--- config.mk ---
export PLATFORM = sky130hd
export DESIGN_NAME = afu_front
export DESIGN_NICKNAME = d
export VERILOG_FILES = /design/src/afu_pkg.sv /design/src/afu_front.sv
export SDC_FILE = /design/constraint.sdc
export NUM_CORES = 1
export LEC_CHECK = 0
export BUFFER_PORTS_ARGS = -buffer_cell sky130_fd_sc_hd__buf_2
export CORE_MARGIN = 10
export CORE_UTILIZATION = 53
export CTS_CLUSTER_SIZE = 16
export DETAILED_ROUTE_END_ITERATION = 6
export HOLD_SLACK_MARGIN = 0.15
export PLACE_DENSITY_LB_ADDON = 0.25
export RECOVER_POWER = 100
export SLEW_MARGIN = 20
export SYNTH_ARGS = -nofsm -noshare
export SYNTH_HDL_FRONTEND = slang
export SYNTH_SLANG_ARGS = --single-unit
--- constraint.sdc ---
create_clock -name clk_i -period 3.3 [get_ports clk_i]
set_input_delay 0.165 -clock clk_i [delete_from_list [all_inputs] [get_ports clk_i]]
set_output_delay 0.165 -clock clk_i [all_outputs]
set_load 0.02 [all_outputs]
--- src/afu_pkg.sv ---
package afu_pkg;

  // Sample and result formats
  localparam int INPUT_BITS = 12;
  localparam int ACT_W      = 16;
  localparam int SLOPE_W    = 13;
  localparam int KIND_W     = 3;
  localparam int Q_FRAC     = 12;

  typedef enum logic [KIND_W-1:0] {
    KIND_IDENTITY = 3'd0,
    KIND_RELU     = 3'd1,
    KIND_LEAKY    = 3'd2,
    KIND_TANH     = 3'd3,
    KIND_SIGMOID  = 3'd4
  } afu_kind_e;

  // Magnitude handling: transcendental kinds clamp |x| to 12 bits
  localparam int EXP_BITS    = 12;
  localparam int EXP_MAX     = 2 ** EXP_BITS - 1;
  localparam int EXP_DIGIT_W = 4;
  localparam int EXP_DIGIT_N = 2 ** EXP_DIGIT_W;
  localparam int EXP_DIGITS  = EXP_BITS / EXP_DIGIT_W;
  localparam int MAG_W       = (INPUT_BITS > EXP_BITS) ? INPUT_BITS : EXP_BITS;
  localparam int SIG_CUTOFF  = 1280;  // |x| = 5.0 in Q4.8

  // Internal fixed point: unsigned, FRAC fraction bits, values in [0, 2]
  localparam int FRAC   = 32;
  localparam int UNIT_W = FRAC + 1;
  localparam int DEN_W  = FRAC + 2;
  localparam int REM_W  = FRAC + 3;
  localparam int QUO_W  = FRAC + 1;

  localparam logic [UNIT_W-1:0] UNIT_ONE = {1'b1, {FRAC{1'b0}}};
  localparam logic [DEN_W-1:0]  DEN_ONE  = {2'b01, {FRAC{1'b0}}};

  // Reciprocal divider pipeline
  localparam int DIV_PER_STAGE = 3;
  localparam int DIV_STAGES    = QUO_W / DIV_PER_STAGE;

  // Rounding back to Q12
  localparam int ACT_SHIFT  = FRAC - Q_FRAC;
  localparam int TANH_SHIFT = ACT_SHIFT - 2;

  localparam logic [ACT_W-1:0]   ACT_MAX     = {1'b0, {(ACT_W-1){1'b1}}};
  localparam logic [ACT_W-1:0]   ACT_MIN     = {1'b1, {(ACT_W-1){1'b0}}};
  localparam logic [SLOPE_W-1:0] SLOPE_ONE   = SLOPE_W'(2 ** Q_FRAC);
  localparam logic [SLOPE_W-1:0] SLOPE_LEAKY = SLOPE_W'(410);

  // Per-word control carried alongside the datapath
  typedef struct packed {
    logic [KIND_W-1:0]  kind;
    logic               neg;
    logic               cut;
    logic [ACT_W-1:0]   act;
    logic [SLOPE_W-1:0] slope;
  } afu_side_t;

  // a * b with FRAC fraction bits, rounded half up
  function automatic logic [UNIT_W-1:0] mul_round(input logic [UNIT_W-1:0] a,
                                                  input logic [UNIT_W-1:0] b);
    logic [2*UNIT_W-1:0] p;
    p = (2*UNIT_W)'(a) * (2*UNIT_W)'(b) + ((2*UNIT_W)'(1) << (FRAC - 1));
    return p[FRAC+UNIT_W-1:FRAC];
  endfunction

endpackage

--- src/afu_front.sv ---
module afu_front import afu_pkg::*; (
  input  logic                                   clk_i,
  input  logic                                   rst_ni,
  input  logic [KIND_W-1:0]                      kind_i,
  input  logic                                   valid_i,
  output logic                                   ready_o,
  input  logic signed [INPUT_BITS-1:0]           sample_i,
  output logic                                   valid_o,
  input  logic                                   ready_i,
  output logic [EXP_DIGITS-1:0][UNIT_W-1:0]      fac_o,
  output afu_side_t                              side_o
);

  localparam int FX      = 60;
  localparam int XW      = (INPUT_BITS + 4 > ACT_W) ? INPUT_BITS + 4 : ACT_W;
  localparam int LK_W    = INPUT_BITS + 3;
  localparam int RCP_W   = 22;
  localparam int RCP_SH  = 24;
  localparam int RCP5    = 3355444;  // ceil(2^24 / 5)
  localparam int LKQ_W   = LK_W + RCP_W - RCP_SH;
  localparam int QX      = (LKQ_W > ACT_W + 1) ? LKQ_W : ACT_W + 1;
  localparam logic signed [XW-1:0] X_MAX = XW'(32767);
  localparam logic signed [XW-1:0] X_MIN = XW'(-32768);

  // Elaboration-time Q60 helpers for the exponent tables
  function automatic logic [63:0] fx_mul(input logic [63:0] a, input logic [63:0] b);
    logic [127:0] p;
    p = 128'(a) * 128'(b) + (128'd1 << (FX - 1));
    return p[FX+63:FX];
  endfunction

  // e^(-v/256), v < 4096, rounded to FRAC fraction bits
  function automatic logic [UNIT_W-1:0] exp_const(input int unsigned v);
    logic [63:0] base, pw, acc;
    int          i;
    base = (64'd1 << FX) - (64'd1 << (FX - 20)) + (64'd1 << (FX - 41));
    for (i = 0; i < 12; i++) base = fx_mul(base, base);
    acc = 64'd1 << FX;
    pw  = base;
    for (i = 0; i < EXP_BITS; i++) begin
      if (v[i]) acc = fx_mul(acc, pw);
      pw = fx_mul(pw, pw);
    end
    acc = (acc + (64'd1 << (FX - FRAC - 1))) >> (FX - FRAC);
    return acc[UNIT_W-1:0];
  endfunction

  // One table per hex digit of the clamped magnitude
  logic [UNIT_W-1:0] exp_tbl [EXP_DIGITS][EXP_DIGIT_N];

  for (genvar j = 0; j < EXP_DIGITS; j++) begin : g_dig
    for (genvar k = 0; k < EXP_DIGIT_N; k++) begin : g_ent
      localparam logic [UNIT_W-1:0] C = exp_const(k << (EXP_DIGIT_W * j));
      assign exp_tbl[j][k] = C;
    end
  end

  logic                       neg, pos, cut;
  logic [INPUT_BITS-1:0]      mag;
  logic [MAG_W-1:0]           mag_x;
  logic [EXP_BITS-1:0]        mag_c;
  logic signed [XW-1:0]       x16;
  logic [ACT_W-1:0]           act_id;
  logic [LK_W-1:0]            lk_x;
  logic [LK_W+RCP_W-1:0]      lk_p;
  logic [QX-1:0]              lk_q, lk_n;
  logic [ACT_W-1:0]           act_lk;
  afu_side_t                  side_d;
  logic [EXP_DIGITS-1:0][UNIT_W-1:0] fac_d;

  always_comb begin
    neg    = sample_i[INPUT_BITS-1];
    pos    = !neg && (sample_i != '0);
    mag    = neg ? INPUT_BITS'(-sample_i) : sample_i;
    mag_x  = MAG_W'(mag);
    mag_c  = (mag_x > MAG_W'(EXP_MAX)) ? EXP_BITS'(EXP_MAX) : mag_x[EXP_BITS-1:0];
    cut    = mag_x > MAG_W'(SIG_CUTOFF);

    x16    = signed'(XW'(sample_i)) <<< 4;
    act_id = (x16 > X_MAX) ? ACT_MAX : (x16 < X_MIN) ? ACT_MIN : x16[ACT_W-1:0];

    // round(1.6 m) = floor((8m + 2) / 5), by reciprocal multiply
    lk_x   = {mag, 3'b010};
    lk_p   = (LK_W+RCP_W)'(lk_x) * (LK_W+RCP_W)'(RCP5);
    lk_q   = QX'(lk_p[LK_W+RCP_W-1:RCP_SH]);
    lk_n   = -lk_q;
    act_lk = (lk_q > QX'(32768)) ? ACT_MIN : lk_n[ACT_W-1:0];

    side_d.kind = kind_i;
    side_d.neg  = neg;
    side_d.cut  = cut;
    case (kind_i)
      KIND_IDENTITY: begin
        side_d.act   = act_id;
        side_d.slope = SLOPE_ONE;
      end
      KIND_RELU: begin
        side_d.act   = pos ? act_id : '0;
        side_d.slope = pos ? SLOPE_ONE : '0;
      end
      KIND_LEAKY: begin
        side_d.act   = pos ? act_id : act_lk;
        side_d.slope = pos ? SLOPE_ONE : SLOPE_LEAKY;
      end
      default: begin
        side_d.act   = '0;
        side_d.slope = '0;
      end
    endcase

    for (int j = 0; j < EXP_DIGITS; j++) begin
      fac_d[j] = exp_tbl[j][mag_c[j*EXP_DIGIT_W +: EXP_DIGIT_W]];
    end
  end

  logic      valid_q;
  afu_side_t side_q;
  logic [EXP_DIGITS-1:0][UNIT_W-1:0] fac_q;

  assign ready_o = !valid_q || ready_i;

  always_ff @(posedge clk_i or negedge rst_ni) begin
    if (!rst_ni) begin
      valid_q <= 1'b0;
    end else if (ready_o) begin
      valid_q <= valid_i;
    end
  end

  always_ff @(posedge clk_i) begin
    if (valid_i && ready_o) begin
      side_q <= side_d;
      fac_q  <= fac_d;
    end
  end

  assign valid_o = valid_q;
  assign side_o  = side_q;
  assign fac_o   = fac_q;

endmodule

==> results.sh <==
export IMPL_crit_fanout=5
export IMPL_slew_headroom_pct=16.0
export IMPL_synth_seq_cells=116
export IMPL_maxSlewViolCount=0
export IMPL_grt_use_total_pct=22.2
export IMPL_first_iter_violations=700
export IMPL_layout_drive_gt1_share_pct=27.3
export IMPL_finalClockSkew_ns=0.0104
export IMPL_cts_path_max_buffers=2
export IMPL_clock_latency_ns=0.42
export IMPL_synth_main_ff_cell="edfxtp_1"
export IMPL_synth_top_area_share_pct=33.9
export IMPL_clock_sinks=116
export IMPL_ios=154
export IMPL_status="finished, violations left"
export IMPL_multi_input_area_sq_um=6740
export IMPL_finalHoldViolations=0
export IMPL_yosysTopAreaCell="edfxtp_1"
export IMPL_end_kind="flop"
export IMPL_final_common_cell="buf_4"
export IMPL_grt_max_degree=75
export IMPL_nets=1561
export IMPL_grt_setup_unrepaired="yes"
export IMPL_layout_area_overhead_vs_synth_pct=36.1
export IMPL_synth_distinct_cells=82
export IMPL_ys_warn_count=0
export IMPL_num_rows=50
export IMPL_start_util_pct=54.2
export IMPL_clkSlewWorstSetupHoldPaths_ns=0.06
export IMPL_stdcell_count=1595
export IMPL_dieWidth_um=159
export IMPL_cts_buffers=17
export IMPL_critPathKind="in2reg"
export IMPL_grt_pass1_vias=8798
export IMPL_synthCells=1019
export IMPL_min_period_ns=6.42
export IMPL_dp_hpwl_um=20800
export IMPL_synth_edff_count=115
export IMPL_fillers=1299
export IMPL_insertedDiodeCount=0
export IMPL_netlist_top_cells_area="edfxtp_1 (34%), ha_1 (18%), fa_1 (9.1%), inv_1 (4.9%), nand2_1 (3.6%)"
export IMPL_dr_total_vias=8813
export IMPL_cts_tree="done"
export IMPL_layout_setup_ws_ns=-3.12
export IMPL_cp_start_kind="input pin"
export IMPL_violations="negative setup slack"
export IMPL_syn_area_sq_um=10200
export IMPL_remaining_drc_errors=0
export IMPL_avgSynthCellArea_sq_um=9.98
export IMPL_wl_per_cell_um=18.0
export IMPL_fin_crit_sh_pct=195
export IMPL_coreArea_sq_um=18800
export IMPL_synth_seq_area_share_pct=34.2
export IMPL_cts_max_level=4
export IMPL_regArea_sq_um=3480
export IMPL_cts_root_buf="clkbuf_16"
export IMPL_dp_cells=1517
export IMPL_ant_nets=0
export IMPL_die_h_um=159
export IMPL_hold_class="in2reg"
export IMPL_async_flop_share_pct=0.862
export IMPL_port_buffers=143
export IMPL_cp_required_ns=3.46
export IMPL_gp_congestion=0.986
export IMPL_fmax_ghz=0.156
export IMPL_antenna_found_initial=0
export IMPL_tightestPinTransition_ns=1.26
export IMPL_routed_wl_um=28800
export IMPL_grt_pass1_wl_um=44500
export IMPL_layout_common_cells="buf_4 (172), clkbuf_1 (134), ha_1 (129)"
export IMPL_firstDrtPassIters=5
export IMPL_dieArea_sq_um=25100
export IMPL_cp_arrival_ns=6.58
export IMPL_final_setup_viol_count=16
export IMPL_drv_cap=0
export IMPL_vias_per_cell=5.53
export IMPL_gr_total_overflow=0
[cells by family after synthesis]
logic type / Yosys count / share of synthesized area, %
compound gates: 228 / 14.5
buf+inv: 182 / 7.55
simple gates: 256 / 12.3
mux: 4 / 0.517
flops: 116 / 34.2
xor+xnor: 35 / 3.35
other cells: 1 / 0.0369
fa+ha+maj: 197 / 27.6
[Yosys cell counts, drive strengths merged (2+ instances only)]
master,n
o31ai,10
nor3,19
maj3,3
edfxtp,115
o32ai,2
xnor2,19
and2,12
nor4,2
nand3,19
o21a,4
nor2b,5
fa,46
o22a,2
and3,11
or2,4
a22oi,2
o22ai,6
a21o,9
nor2,56
nand2b,7
clkinv,2
o41ai,2
clkbuf,24
a31o,3
nand4b,2
o221ai,4
mux2i,3
a21oi,66
buf,23
a22o,2
a31oi,8
inv,133
o211ai,13
xor2,16
or3,5
a32oi,2
and4bb,2
ha,148
a21boi,5
a211oi,12
nand4,8
o21ai,69
or4,2
nand2,97
[through the flow]
step | setup WS (ns) | hold slack (ns) | TNS, ns | utilization [%] | instance area (sq um)
2_1_floorplan | -3.15 | -0.131 | -46.37 | - | 10500
3_3_place_gp | -3.55 | -0.0601 | -53.06 | 66.3 | 12400
3_5_place_dp | -3.65 | -0.0591 | -54.65 | 66.3 | 12400
4_1_cts | -2.99 | 0.165 | -43.26 | 73.2 | 13700
5_1_grt | -3.43 | 0.212 | -50.49 | 73.8 | 13800
6_report | -3.12 | 0.203 | -45.98 | 73.8 | 13800
[state kept, by name, indices dropped and copies added, names as in the netlist]
signal   flops
fac_o       92
side_o      23
valid_o      1
[cell type report]
cell class | instances | area share, %
timing repair buffer | 348 | 15.8
inverter | 135 | 3.68
tap | 234 | 2.11
multi-input combinational | 730 | 48.7
clock buffer | 19 | 3.13
sequential | 116 | 25.1
clock inverter | 13 | 1.49
[path summary, 6_finish.rpt]
kind | start | end | slack (ns) | cells past startpoint
min reg2reg | valid_o | valid_o | 1.09 | 3
max reg2reg | valid_o | fac_o[8] | 0.40 | 3
max | sample_i[3] | side_o[25] | -3.12 | 28
max in group asynchronous | rst_ni | valid_o | 2.64 | 3
min in group asynchronous | rst_ni | valid_o | 0.56 | 3
min | sample_i[3] | side_o[20] | 0.20 | 4
[worst max-delay path, stage by stage]
cell	delay (ns)
buf_6	0.10
nor4_4	0.29
nand2b_1	0.16
nor2_2	0.18
nand2_2	0.10
o31ai_4	0.32
xnor2_4	0.16
ha_4	0.31
inv_2	0.04
fa_2	0.36
fa_1	0.60
inv_2	0.08
fa_1	0.53
inv_1	0.05
fa_1	0.41
ha_1	0.35
ha_4	0.31
and3_4	0.20
nand4_1	0.15
buf_4	0.18
buf_4	0.13
nor4_4	0.34
nor3_2	0.09
a311o_1	0.37
nand3b_1	0.25
buf_4	0.17
or2_1	0.11
o211ai_2	0.08
[timing repair]
item,in CTS,in global routing
pin swaps,65,43
setup buffers,21,17
setup endpoints to repair,16,16
hold buffers,11,0
endpoints found under the hold margin,11,0
gates cloned,0,0
gates resized for setup,74,43
[routing by layer]
layer	global-route usage (%)	share of wire (%)	vias to the layer above
li1	-	-	4208
met1	26.6	41	4215
met2	39.8	52	342
met3	3.08	5.0	48
met4	7.50	2.5	0
met5	0	0	-
Power is left out: the tool's default activity adds up to more than one toggle a clock period on the data nets, which glitch-free logic cannot reach.
