[src/afu_pkg.sv]
package afu_pkg;

  // Sample and result formats
  localparam int INPUT_BITS = 12;
  localparam int ACT_W      = 16;
  localparam int SLOPE_W    = 13;
  localparam int KIND_W     = 3;
  localparam int Q_FRAC     = 12;

  typedef enum logic [KIND_W-1:0] {
    KIND_IDENTITY = 3'd0,
    KIND_RELU     = 3'd1,
    KIND_LEAKY    = 3'd2,
    KIND_TANH     = 3'd3,
    KIND_SIGMOID  = 3'd4
  } afu_kind_e;

  // Magnitude handling: transcendental kinds clamp |x| to 12 bits
  localparam int EXP_BITS    = 12;
  localparam int EXP_MAX     = 2 ** EXP_BITS - 1;
  localparam int EXP_DIGIT_W = 4;
  localparam int EXP_DIGIT_N = 2 ** EXP_DIGIT_W;
  localparam int EXP_DIGITS  = EXP_BITS / EXP_DIGIT_W;
  localparam int MAG_W       = (INPUT_BITS > EXP_BITS) ? INPUT_BITS : EXP_BITS;
  localparam int SIG_CUTOFF  = 1280;  // |x| = 5.0 in Q4.8

  // Internal fixed point: unsigned, FRAC fraction bits, values in [0, 2]
  localparam int FRAC   = 32;
  localparam int UNIT_W = FRAC + 1;
  localparam int DEN_W  = FRAC + 2;
  localparam int REM_W  = FRAC + 3;
  localparam int QUO_W  = FRAC + 1;

  localparam logic [UNIT_W-1:0] UNIT_ONE = {1'b1, {FRAC{1'b0}}};
  localparam logic [DEN_W-1:0]  DEN_ONE  = {2'b01, {FRAC{1'b0}}};

  // Reciprocal divider pipeline
  localparam int DIV_PER_STAGE = 3;
  localparam int DIV_STAGES    = QUO_W / DIV_PER_STAGE;

  // Rounding back to Q12
  localparam int ACT_SHIFT  = FRAC - Q_FRAC;
  localparam int TANH_SHIFT = ACT_SHIFT - 2;

  localparam logic [ACT_W-1:0]   ACT_MAX     = {1'b0, {(ACT_W-1){1'b1}}};
  localparam logic [ACT_W-1:0]   ACT_MIN     = {1'b1, {(ACT_W-1){1'b0}}};
  localparam logic [SLOPE_W-1:0] SLOPE_ONE   = SLOPE_W'(2 ** Q_FRAC);
  localparam logic [SLOPE_W-1:0] SLOPE_LEAKY = SLOPE_W'(410);

  // Per-word control carried alongside the datapath
  typedef struct packed {
    logic [KIND_W-1:0]  kind;
    logic               neg;
    logic               cut;
    logic [ACT_W-1:0]   act;
    logic [SLOPE_W-1:0] slope;
  } afu_side_t;

  // a * b with FRAC fraction bits, rounded half up
  function automatic logic [UNIT_W-1:0] mul_round(input logic [UNIT_W-1:0] a,
                                                  input logic [UNIT_W-1:0] b);
    logic [2*UNIT_W-1:0] p;
    p = (2*UNIT_W)'(a) * (2*UNIT_W)'(b) + ((2*UNIT_W)'(1) << (FRAC - 1));
    return p[FRAC+UNIT_W-1:FRAC];
  endfunction

endpackage

[src/afu_div_stage.sv]
module afu_div_stage import afu_pkg::*; (
  input  logic             clk_i,
  input  logic             rst_ni,
  input  logic             valid_i,
  output logic             ready_o,
  input  logic [REM_W-1:0] rem_i,
  input  logic [QUO_W-1:0] quo_i,
  input  logic [DEN_W-1:0] den_i,
  input  afu_side_t        side_i,
  output logic             valid_o,
  input  logic             ready_i,
  output logic [REM_W-1:0] rem_o,
  output logic [QUO_W-1:0] quo_o,
  output logic [DEN_W-1:0] den_o,
  output afu_side_t        side_o
);

  // Restoring division, a few quotient bits per stage
  logic [REM_W-1:0] rem_d, rem_q;
  logic [QUO_W-1:0] quo_d, quo_q;
  logic [DEN_W-1:0] den_q;
  logic             ge;
  logic             valid_q;
  afu_side_t        side_q;

  always_comb begin
    rem_d = rem_i;
    quo_d = quo_i;
    ge    = 1'b0;
    for (int i = 0; i < DIV_PER_STAGE; i++) begin
      ge    = rem_d >= REM_W'(den_i);
      rem_d = ge ? rem_d - REM_W'(den_i) : rem_d;
      quo_d = {quo_d[QUO_W-2:0], ge};
      rem_d = {rem_d[REM_W-2:0], 1'b0};
    end
  end

  assign ready_o = !valid_q || ready_i;

  always_ff @(posedge clk_i or negedge rst_ni) begin
    if (!rst_ni) begin
      valid_q <= 1'b0;
    end else if (ready_o) begin
      valid_q <= valid_i;
    end
  end

  always_ff @(posedge clk_i) begin
    if (valid_i && ready_o) begin
      rem_q  <= rem_d;
      quo_q  <= quo_d;
      den_q  <= den_i;
      side_q <= side_i;
    end
  end

  assign valid_o = valid_q;
  assign rem_o   = rem_q;
  assign quo_o   = quo_q;
  assign den_o   = den_q;
  assign side_o  = side_q;

endmodule

[config.mk]
export PLATFORM = sky130hd
export DESIGN_NAME = afu_div_stage
export DESIGN_NICKNAME = d
export VERILOG_FILES = /design/src/afu_pkg.sv /design/src/afu_div_stage.sv
export SDC_FILE = /design/constraint.sdc
export NUM_CORES = 1
export LEC_CHECK = 0
export BUFFER_PORTS_ARGS = -buffer_cell sky130_fd_sc_hd__buf_2
export CAP_MARGIN = 10
export CORE_MARGIN = 2
export CORE_UTILIZATION = 55
export CTS_BUF_LIST = sky130_fd_sc_hd__clkbuf_16
export CTS_CLUSTER_SIZE = 40
export DETAILED_ROUTE_END_ITERATION = 16
export PLACE_DENSITY = 0.86
export SLEW_MARGIN = 25
export SYNTH_ARGS = -nofsm -noshare
export SYNTH_HDL_FRONTEND = slang
export SYNTH_SLANG_ARGS = --single-unit
[constraint.sdc]
create_clock -name clk_i -period 4.6 [get_ports clk_i]
set_input_delay 0.92 -clock clk_i [delete_from_list [all_inputs] [get_ports clk_i]]
set_output_delay 0.92 -clock clk_i [all_outputs]
set_load 0.05 [all_outputs]
==> flow_metrics.tcl, run 1 <==
set metrics [dict create \
    gr-total-overflow 355 \
    synth-adder-area-share_pct 11.6 \
    worst-ep-kind "register input" \
    synth-xor-area-share_pct 6.38 \
    port_buffers 273 \
    synth_top_family_by_area "compound AO/OA/AOI/OAI gates" \
    grt_max_degree 58 \
    htreeDepth 4 \
    syn_nets 1405 \
    synth_top_flop_cell "edfxtp_1" \
    cts_hold_buffers 0 \
    worst_endpoint "rem_o[18]$_DFFE_PP_/D" \
    fp.dieH_um 147 \
    status "did not finish" \
    netlist_area_um2 11300 \
    async_flop_share_pct 0.735 \
    synth.yosys.seq_area_share_pct 36.2 \
    rows 52 \
    synth_edf_count 135 \
    clock-sinks 136 \
    haltStage "global routing" \
    numCtsBuffers 17 \
    clockRootBuffer "clkbuf_16" \
    synth_compound_area_share_pct 22.3 \
    grtUsageTotal_pct 87.5 \
    synth_mux_area_share_pct 6.10 \
    gp_congestion 0.959 \
    syn_avg_cell_area_um2 9.69 \
    ys_ff_latch 136 \
    pre_cts_slack_ns -3.96 \
    synthCells 1162 \
    synth-simple-area-share_pct 12.1 \
    first-error "[ERROR GRT-0232] Routing congestion too high. Check the congestion heatmap in the GUI." \
    cts_buffer_depth 2 \
    dp_hpwl_um 35000 \
    start_util_pct 55.8 \
    ys_types 87 \
    synth_warnings 0 \
    fp.dieW_um 147 \
    io_pins 278 \
]
-- cell families after synthesis --
kind of cell / after synthesis
and+or+nand+nor: 271
muxes: 67
AOI/OAI and AO/OA: 365
buffers and inverters: 137
DFF: 136
xor gates and xnor gates: 82
adders and majority gates: 103
other: 1
-- metrics by stage --
stage	utilization (%)	cell area [um^2]	TNS, ns	cells
3_5_place_dp	83.0	16700	-136.21	2122
4_1_cts	92.0	18500	-110.82	2216
3_3_place_gp	83.0	16700	-127.95	2122
2_1_floorplan	-	11800	-101.54	1162
-- metal layers --
metal | GRT usage, % | GRT overflow
met1 | 84.9 | 0
met2 | 102 | 209
met3 | 73.5 | 4
met4 | 98.2 | 142
met5 | 30.7 | 0
-- cell usage after synthesis (6+ instances only) --
cell	count	area [um^2]
a211oi_1	12	90.1
a21o_1	38	285
a21oi_1	89	445
a31oi_1	14	87.6
and2_1	7	43.8
and3_1	12	75.1
buf_2	14	70.1
buf_6	6	67.6
clkbuf_1	13	48.8
edfxtp_1	135	4050
ha_1	101	1260
inv_1	97	364
mux2_1	7	78.8
mux2_2	6	67.6
mux2i_1	54	541
nand2_1	75	282
nand2b_1	12	75.1
nand3_1	23	115
nand4_1	20	125
nor2_1	60	225
nor2b_1	10	62.6
nor3_1	15	75.1
nor4_1	8	50.1
o211ai_1	12	90.1
o21a_1	9	67.6
o21ai_0	66	330
o21ai_1	16	80.1
o21bai_1	18	135
o221ai_2	9	135
o22a_1	14	123
o31ai_1	9	67.6
xnor2_1	59	517
xor2_1	23	201
-- timing repair --
item                                    4_1_cts
endpoints found under the setup margin       36
cloned                                        6
gates resized for setup                     141
pin swaps                                    74
buffers inserted                             57
==> run 2: changes to the inputs <==
Settings changed: CORE_UTILIZATION 55 to 40, CTS_BUF_LIST sky130_fd_sc_hd__clkbuf_16 to default, CTS_CLUSTER_SIZE 40 to default, PLACE_DENSITY 0.86 to default, PLACE_DENSITY_LB_ADDON from default to 0.15.
==> run 2 against run 1 <==
  * The flow now finishes, with violations (setup timing)
  * Synthesized cell count unchanged
  * Area after synthesis unchanged
==> flow_metrics.tcl, run 2 <==
set metrics [dict create \
    cts.clk_slew.worst_paths_ns 0.07 \
    hold_viol_final 0 \
    utilization_pct 68.4 \
    cts_tree "done" \
    dp.cells 2229 \
    numCtsBuffers 17 \
    final_cell_mix "buf_4 (466), buf_2 (270), edfxtp_1 (135), inv_1 (81), ha_1 (69)" \
    stdcell_count 2316 \
    grt_max_degree 76 \
    synthCells 1162 \
    criticalPathCategory "in -> reg" \
    cp_common_cell "buf_4" \
    wl_per_cell_um 18.5 \
    ys_top_cells_by_count "edfxtp_1 (135), ha_1 (101), inv_1 (97)" \
    final_area_um2 19000 \
    ys_types 87 \
    final_common_cell "buf_4" \
    drive_gt1_share_pct 53.8 \
    reg2reg_slack_ns 2.78 \
    slew_violations 0 \
    hp-class "in -> async" \
    gr-total-overflow 0 \
    vias 12200 \
    slowest_delay_ns 0.36 \
    status "complete, but fails checks" \
    final_net_count 2167 \
    routed_via_density 5.28 \
    setup_viol 36 \
    drc 0 \
    synth_warnings 0 \
    clockRootBuffer "clkbuf_16" \
    crit_arrival_ns 8.20 \
    fmax_mhz 126 \
    r2r-end "den_o[20]" \
    worstMarginPinSlew_ns 0.506 \
    r2r-start "valid_o" \
    crit_path_end "rem_o[11]" \
    min_period_ns 7.92 \
    syn_nets 1405 \
    antenna_left 0 \
    clock_latency_ns 0.43 \
    multi_input_area_um2 7940 \
    start_util_pct 40.5 \
    worst-path-max-fanout 8 \
    crit_start "den_i[14]" \
    relSlewSlack_pct 66.3 \
    drt_iter0_markers 872 \
    wl_um 42800 \
    grt_setup_unrepaired "true" \
    crit_path_end_kind "flop" \
    synth.yosys.seq_area_share_pct 36.2 \
    dieArea_um2 29500 \
    htreeDepth 4 \
    grt_pass1_vias 11800 \
    required_ns 4.88 \
    start_kind "primary input" \
    netlist_area_um2 11300 \
    antenna_found_initial 2 \
    syn_avg_cell_area_um2 9.69 \
    fin_skew_ns 0.0173 \
    grt_pass1_wl_um 62000 \
    core_region_area_um2 27800 \
    synth.most_common_cell "edfxtp_1" \
    grtUsageTotal_pct 27.6 \
    clock-sinks 136 \
    gp_congestion 0.947 \
    cp_num_buf_inv 10 \
    violations "setup timing" \
    ys_top_cells_by_area "edfxtp_1 (36%), ha_1 (11%), mux2i_1 (4.8%), xnor2_1 (4.6%), a21oi_1 (4.0%)" \
    postPlaceCellArea_um2 16900 \
    worst_path_max_delay_cell "o31ai_4" \
    setup_tns_ns -114.34 \
    max-cap-violations 0 \
    io_pins 278 \
    reg2reg_depth 3 \
    p_per_area_nw_per_um2 598 \
    p_total_mw 11.4 \
    port_buffers 273 \
    fp.dieW_um 172 \
    synth_top_area_share_pct 36.0 \
    regArea_um2 4080 \
    cts_buffer_depth 2 \
    setup_slack_ns -3.32 \
    cp.depth 39 \
    synth_edf_count 135 \
    yosysTopAreaCell "edfxtp_1" \
    synth_top_flop_cell "edfxtp_1" \
    dr.pass1.iters 6 \
    cts_hold_buffers 0 \
    cp_top_family "compound AO/OA/AOI/OAI gates" \
    ys_ff_latch 136 \
    dp_hpwl_um 33300 \
    async_flop_share_pct 0.735 \
    rows 61 \
    ir_drop_mv 0.349 \
    leakage_nw 8.75 \
    syn2layout_area_growth_pct 68.8 \
    period_share_pct 172 \
    nFillCells 2261 \
    fp.dieH_um 172 \
]
[run 2: cell counts after synthesis]
Identical to the previous run, type by type.
[run 2: worst min path at each step]
| stage | cells after the start | start | end |
|---|---|---|---|
| after floorplan | 0 | rst_ni | valid_o |
| after global placement | 2 | valid_o | valid_o |
| after detailed placement | 2 | valid_o | valid_o |
| after CTS | 1 | rst_ni | valid_o |
| after global routing | 1 | rst_ni | valid_o |
| final | 1 | rst_ni | valid_o |
[run 2: layout make-up]
class | instances | area share, %
Tap cell | 378 | 2.49
Multi-Input combinational cell | 889 | 41.8
Clock inverter | 13 | 0.751
Sequential cell | 136 | 21.5
Clock buffer | 19 | 2.33
Inverter | 99 | 2.07
Antenna cell | 1 | 0.0132
Timing Repair Buffer | 781 | 29.1
[run 2: power breakdown]
group | internal (mW) | switching (mW)
Clock | 0.820 | 0.600
Sequential | 1.71 | 0.0636
Combinational | 3.86 | 4.32
[run 2: layer usage]
layer | global-route usage (%) | up-vias | routed length [um]
met5 | 0 | - | 0
met1 | 36.2 | 5796 | 18400
li1 | - | 5902 | -
met4 | 9.32 | 0 | 1400
met2 | 46.7 | 463 | 19900
met3 | 4.00 | 78 | 3070
[run 2: repair_timing]
action,in CTS,in global routing
gates cloned,3,1
resized for setup,132,110
pin swaps,65,83
setup buffers,33,26
setup endpoints to repair,36,36
[run 2: cells by family after synthesis]
| kind of cell | synth area share [%] |
|---|---|
| muxes | 6.10 |
| adders and majority gates | 11.6 |
| and+or+nand+nor | 12.1 |
| AOI/OAI and AO/OA | 22.3 |
| other | 0.0333 |
| DFF | 36.2 |
| xor gates and xnor gates | 6.38 |
| buffers and inverters | 5.26 |
[run 2: stage by stage]
step / hold slack [ns] / setup slack, ns
2_1_floorplan: 0.624 / -2.97
5_1_grt: 0.249 / -3.52
3_5_place_dp: 0.525 / -4.38
6_report: 0.264 / -3.32
4_1_cts: 0.246 / -3.25
3_3_place_gp: 0.508 / -4.37
(Power assumes the default switching activity.)
==> run 3: changes to the inputs <==
Settings changed: CORE_UTILIZATION 40 to 59.
Clock period 4.6 ns to 10.1 ns, I/O delays scaled along.
==> run 3 against run 2 <==
  * The flow now finishes without violations
  * First-iteration DRC count is 15% higher
  * Hold slack better by 0.32 ns
  * Combinational power fell by 68%
  * Core utilization grew 9.8 points
  * Non-clock buffer count is 352 lower
  * Cell area down 23%
  * Flip-flop and latch count stayed put
  * Via count shrank 10%
  * Critical path type unchanged
  * Largest power group unchanged
==> flow_metrics.tcl, run 3 (synthesis gave the netlist of run 2 again) <==
set metrics [dict create \
    status "complete, no violations" \
    fmax_mhz 102 \
    routed_via_density 6.03 \
    cts_buffer_depth 2 \
    antenna_found_initial 3 \
    antenna_left 0 \
    rows 50 \
    gr-total-overflow 0 \
    reg2reg_depth 3 \
    port_buffers 273 \
    gp_congestion 0.991 \
    wl_um 34800 \
    cp.depth 40 \
    crit_arrival_ns 9.97 \
    start_util_pct 60.2 \
    min_period_ns 9.81 \
    drc 0 \
    hold_ws_ns 0.580 \
    period_share_pct 97.2 \
    slowest_delay_ns 0.49 \
    worst-path-max-fanout 21 \
    worst_path_max_delay_cell "o211ai_1" \
    final_common_cell "buf_2" \
    grt_pass1_vias 9886 \
    grtUsageTotal_pct 33.4 \
    cp_top_family "compound AO/OA/AOI/OAI gates" \
    wl_per_cell_um 19.1 \
    numCtsBuffers 17 \
    max-cap-violations 0 \
    cts_tree "done" \
    fp.dieW_um 142 \
    final_net_count 1815 \
    leakage_nw 6.77 \
    setup_tns_ns 0 \
    drive_gt1_share_pct 32.2 \
    core_region_area_um2 18700 \
    relSlewSlack_pct 34.6 \
    dp_hpwl_um 27800 \
    cts.clk_slew.worst_paths_ns 0.06 \
    clock_latency_ns 0.44 \
    start_kind "primary input" \
    dieArea_um2 20200 \
    slew_violations 0 \
    htreeDepth 4 \
    cp_common_cell "buf_4" \
    cts_hold_buffers 0 \
    final_cell_mix "buf_2 (273), buf_4 (151), edfxtp_1 (135), ha_1 (101), inv_1 (97)" \
    required_ns 10.26 \
    syn2layout_area_growth_pct 29.9 \
    clock-sinks 136 \
    p_per_area_nw_per_um2 280 \
    holdPathStages 2 \
    cp_num_buf_inv 10 \
    vias 11000 \
    io_pins 278 \
    fp.dieH_um 142 \
    grt_pass1_wl_um 52000 \
    ir_drop_mv 0.162 \
    criticalPathCategory "in -> reg" \
    crit_path_end_kind "flop" \
    hp-class "reg -> reg" \
    dr.pass1.iters 6 \
    clockRootBuffer "clkbuf_16" \
    grt_max_degree 81 \
    setup_viol 0 \
    fin_skew_ns 0.0144 \
    hold_viol_final 0 \
    worstMarginPinSlew_ns 0.981 \
    drt_iter0_markers 1000 \
]
[run 3: changes by cell type in the layout (fill, tap and decap cells not counted), sizes merged]
cell      previous run  this run
inv                101       107
clkbuf              20        18
buf                780       429
diode                1         3
clkinvlp             3         2
clkinv               6         1
bufinv               2         3
[run 3: metrics by stage]
step	total power [mW]	utilization, %	cells	cell area [um^2]	setup slack [ns]
after detailed placement	3.35	74.4	1783	13900	-0.185
final	4.10	78.2	1822	14600	0.288
after floorplan	2.58	-	1162	11300	0.800
after CTS	4.03	77.6	1815	14500	0.229
after global routing	4.32	78.2	1822	14600	-0.0107
after global placement	3.30	74.4	1783	13900	-0.0658
[run 3: final timing paths]
check / slack (ns) / start / end
max in group asynchronous: 8.66 / rst_ni / valid_o
setup / recovery: 0.29 / rem_i[0] / rem_o[16]
hold / removal: 0.58 / valid_o / valid_o
hold reg to reg: 0.58 / valid_o / valid_o
setup reg to reg: 7.65 / valid_o / den_o[25]
min in group asynchronous: 1.36 / rst_ni / valid_o
[run 3: power by group]
group          switching (mW)  internal, mW
clock                   0.266         0.396
combinational            1.56          1.08
sequential             0.0203         0.777
[run 3: timing repair]
action / in CTS / in global routing
setup endpoints to repair: 0 / 35
resized for setup: 0 / 13
setup buffers: 0 / 4
[run 3: final cells by class]
cell class	instances	area [um^2]
Clock buffer	18	429
Multi-Input combinational cell	889	6660
Fill cell	1301	4080
Sequential cell	136	4080
Clock inverter	14	186
Antenna cell	3	7.51
Inverter	99	372
Timing Repair Buffer	429	2600
Tap cell	234	293
[run 3: metal layers]
layer  vias up  global-route usage [%]  part of all wire, %
met1      5155                    47.3                   43
met2       569                    52.6                   45
met5         -                       0                    0
met3        62                    5.99                  9.8
li1       5199                       -                    -
met4         0                    10.1                  2.2
[run 3: worst register-to-register path: stages, from the launching register on]
cell and delay [ns]:
dfrtp_1 0.39, nand2b_1 0.12, and2_4 0.64, buf_4 0.86
==> run 4: changes to the inputs <==
Settings changed: BUFFER_PORTS_ARGS -buffer_cell sky130_fd_sc_hd__buf_2 to -buffer_cell sky130_fd_sc_hd__clkbuf_2.
==> run 4 against run 3 <==
  * Fmax fell by 0.11%
  * Combinational power rose by 3%
  * Via count rose by 0.64%
  * Clock skew fell by 0.0040 ns
  * Clock-buffer cell count did not move
  * Cell area rose by 1.4%
  * Setup slack got worse by 0.011 ns
  * Register-to-register slack got worse by 0.05 ns
  * Clock power barely moved
  * Sequential power rose by 0.6%
  * Largest cell class unchanged
==> flow_metrics.tcl, run 4 (synthesis gave the netlist of run 2 again) <==
set metrics [dict create \
    relSlewSlack_pct 33.3 \
    setup_tns_ns 0 \
    fmax_mhz 102 \
    p_total_mw 4.19 \
    clock_latency_ns 0.43 \
    crit_path_end_kind "flop" \
    cts.clk_slew.worst_paths_ns 0.06 \
    p_per_area_nw_per_um2 282 \
    final_net_count 1841 \
    start_kind "primary input" \
    start_util_pct 60.2 \
    hp-class "reg -> reg" \
    drc 0 \
    core_region_area_um2 18700 \
    port_buffers 273 \
    multi_input_area_um2 6630 \
    required_ns 10.39 \
    drt_iter0_markers 1312 \
    antenna_found_initial 1 \
    io_pins 278 \
    rows 50 \
    dr.pass1.iters 6 \
    cts_tree "done" \
    crit_arrival_ns 10.11 \
    worstMarginPinSlew_ns 1.00 \
    hold_ws_ns 0.577 \
    clock-sinks 136 \
    dp.cells 1811 \
    clockRootBuffer "clkbuf_16" \
    cts_hold_buffers 0 \
    stdcell_count 1846 \
    final_cell_mix "clkbuf_2 (273), buf_4 (174), edfxtp_1 (135), ha_1 (101), inv_1 (97)" \
    postPlaceCellArea_um2 14200 \
    slew_violations 0 \
    dp_hpwl_um 28400 \
    leakage_nw 6.99 \
    period_share_pct 97.3 \
    grt_max_degree 82 \
    fin_skew_ns 0.0104 \
    grt_pass1_wl_um 53700 \
    routed_via_density 5.99 \
    max-cap-violations 0 \
    fp.dieW_um 142 \
    numCtsBuffers 17 \
    setup_viol 0 \
    vias 11100 \
    worst-path-max-fanout 22 \
    status "complete, no violations" \
    hold_viol_final 0 \
    slowest_delay_ns 0.52 \
    drive_gt1_share_pct 33.1 \
    wl_per_cell_um 19.1 \
    min_period_ns 9.82 \
    syn2layout_area_growth_pct 31.7 \
    setup_slack_ns 0.277 \
    fp.dieH_um 142 \
    regArea_um2 4080 \
    cts_buffer_depth 2 \
    final_area_um2 14800 \
    gr-total-overflow 0 \
    utilization_pct 79.3 \
    dieArea_um2 20200 \
    htreeDepth 4 \
    wl_um 35200 \
    antenna_left 0 \
    grtUsageTotal_pct 34.1 \
    final_common_cell "clkbuf_2" \
    criticalPathCategory "in -> reg" \
    gp_congestion 0.991 \
    nFillCells 1256 \
    pre_cts_slack_ns -0.300 \
    worst_path_max_delay_cell "or4_4" \
    ir_drop_mv 0.184 \
    grt_pass1_vias 10300 \
]
run 4: cell types whose count changed in the layout (fill, tap and decap cells not counted), sizes merged:
| cell | change |
|---|---|
| diode | -2 |
| clkbuf | +273 |
| buf | -247 |
| clkinv | +1 |
| inv | -1 |
run 4: what timing repair did:
item,4_1_cts,5_1_grt
setup endpoints to repair,0,35
gates resized for setup,0,6
setup buffers,0,2
run 4: layout make-up:
cell class | instances | share of cell area [%]
clock buffers | 18 | 2.89
repair buffers | 455 | 19.1
inverters | 99 | 2.51
clock inverters | 14 | 1.27
flip-flops and latches | 136 | 27.5
well taps | 234 | 1.97
multi-input cells | 889 | 44.7
diodes | 1 | 0.0169
run 4: final timing paths:
check,depth (start not counted),startpoint,endpoint,slack (ns)
setup / recovery,36,den_i[30],rem_o[13],0.28
hold / removal,2,valid_o,valid_o,0.58
setup reg to reg,3,valid_o,rem_o[24],7.60
hold reg to reg,2,valid_o,valid_o,0.58
max in group asynchronous,1,rst_ni,valid_o,8.66
min in group asynchronous,1,rst_ni,valid_o,1.36
run 4: routing by layer:
| metal | global-route usage (%) | part of all wire (%) | vias to the layer above |
|---|---|---|---|
| met5 | 0 | 0 | - |
| met4 | 8.32 | 1.7 | 0 |
| met3 | 7.40 | 10 | 48 |
| met2 | 54.9 | 46 | 562 |
| met1 | 47.2 | 42 | 5185 |
| li1 | - | - | 5260 |
run 4: where the power goes:
group,internal [mW],switching [mW],total (mW)
Clock,0.397,0.267,0.664
Combinational,1.13,1.59,2.72
Sequential,0.777,0.0247,0.802
run 4: worst max-delay path, delay by kind of cell:
kind / cells / cell delay [ns]
xor gates and xnor gates: 1 / 0.32
muxes: 2 / 0.46
adders and majority gates: 3 / 1.00
AOI/OAI and AO/OA: 18 / 4.00
and+or+nand+nor: 6 / 1.30
buffers and inverters: 6 / 0.99
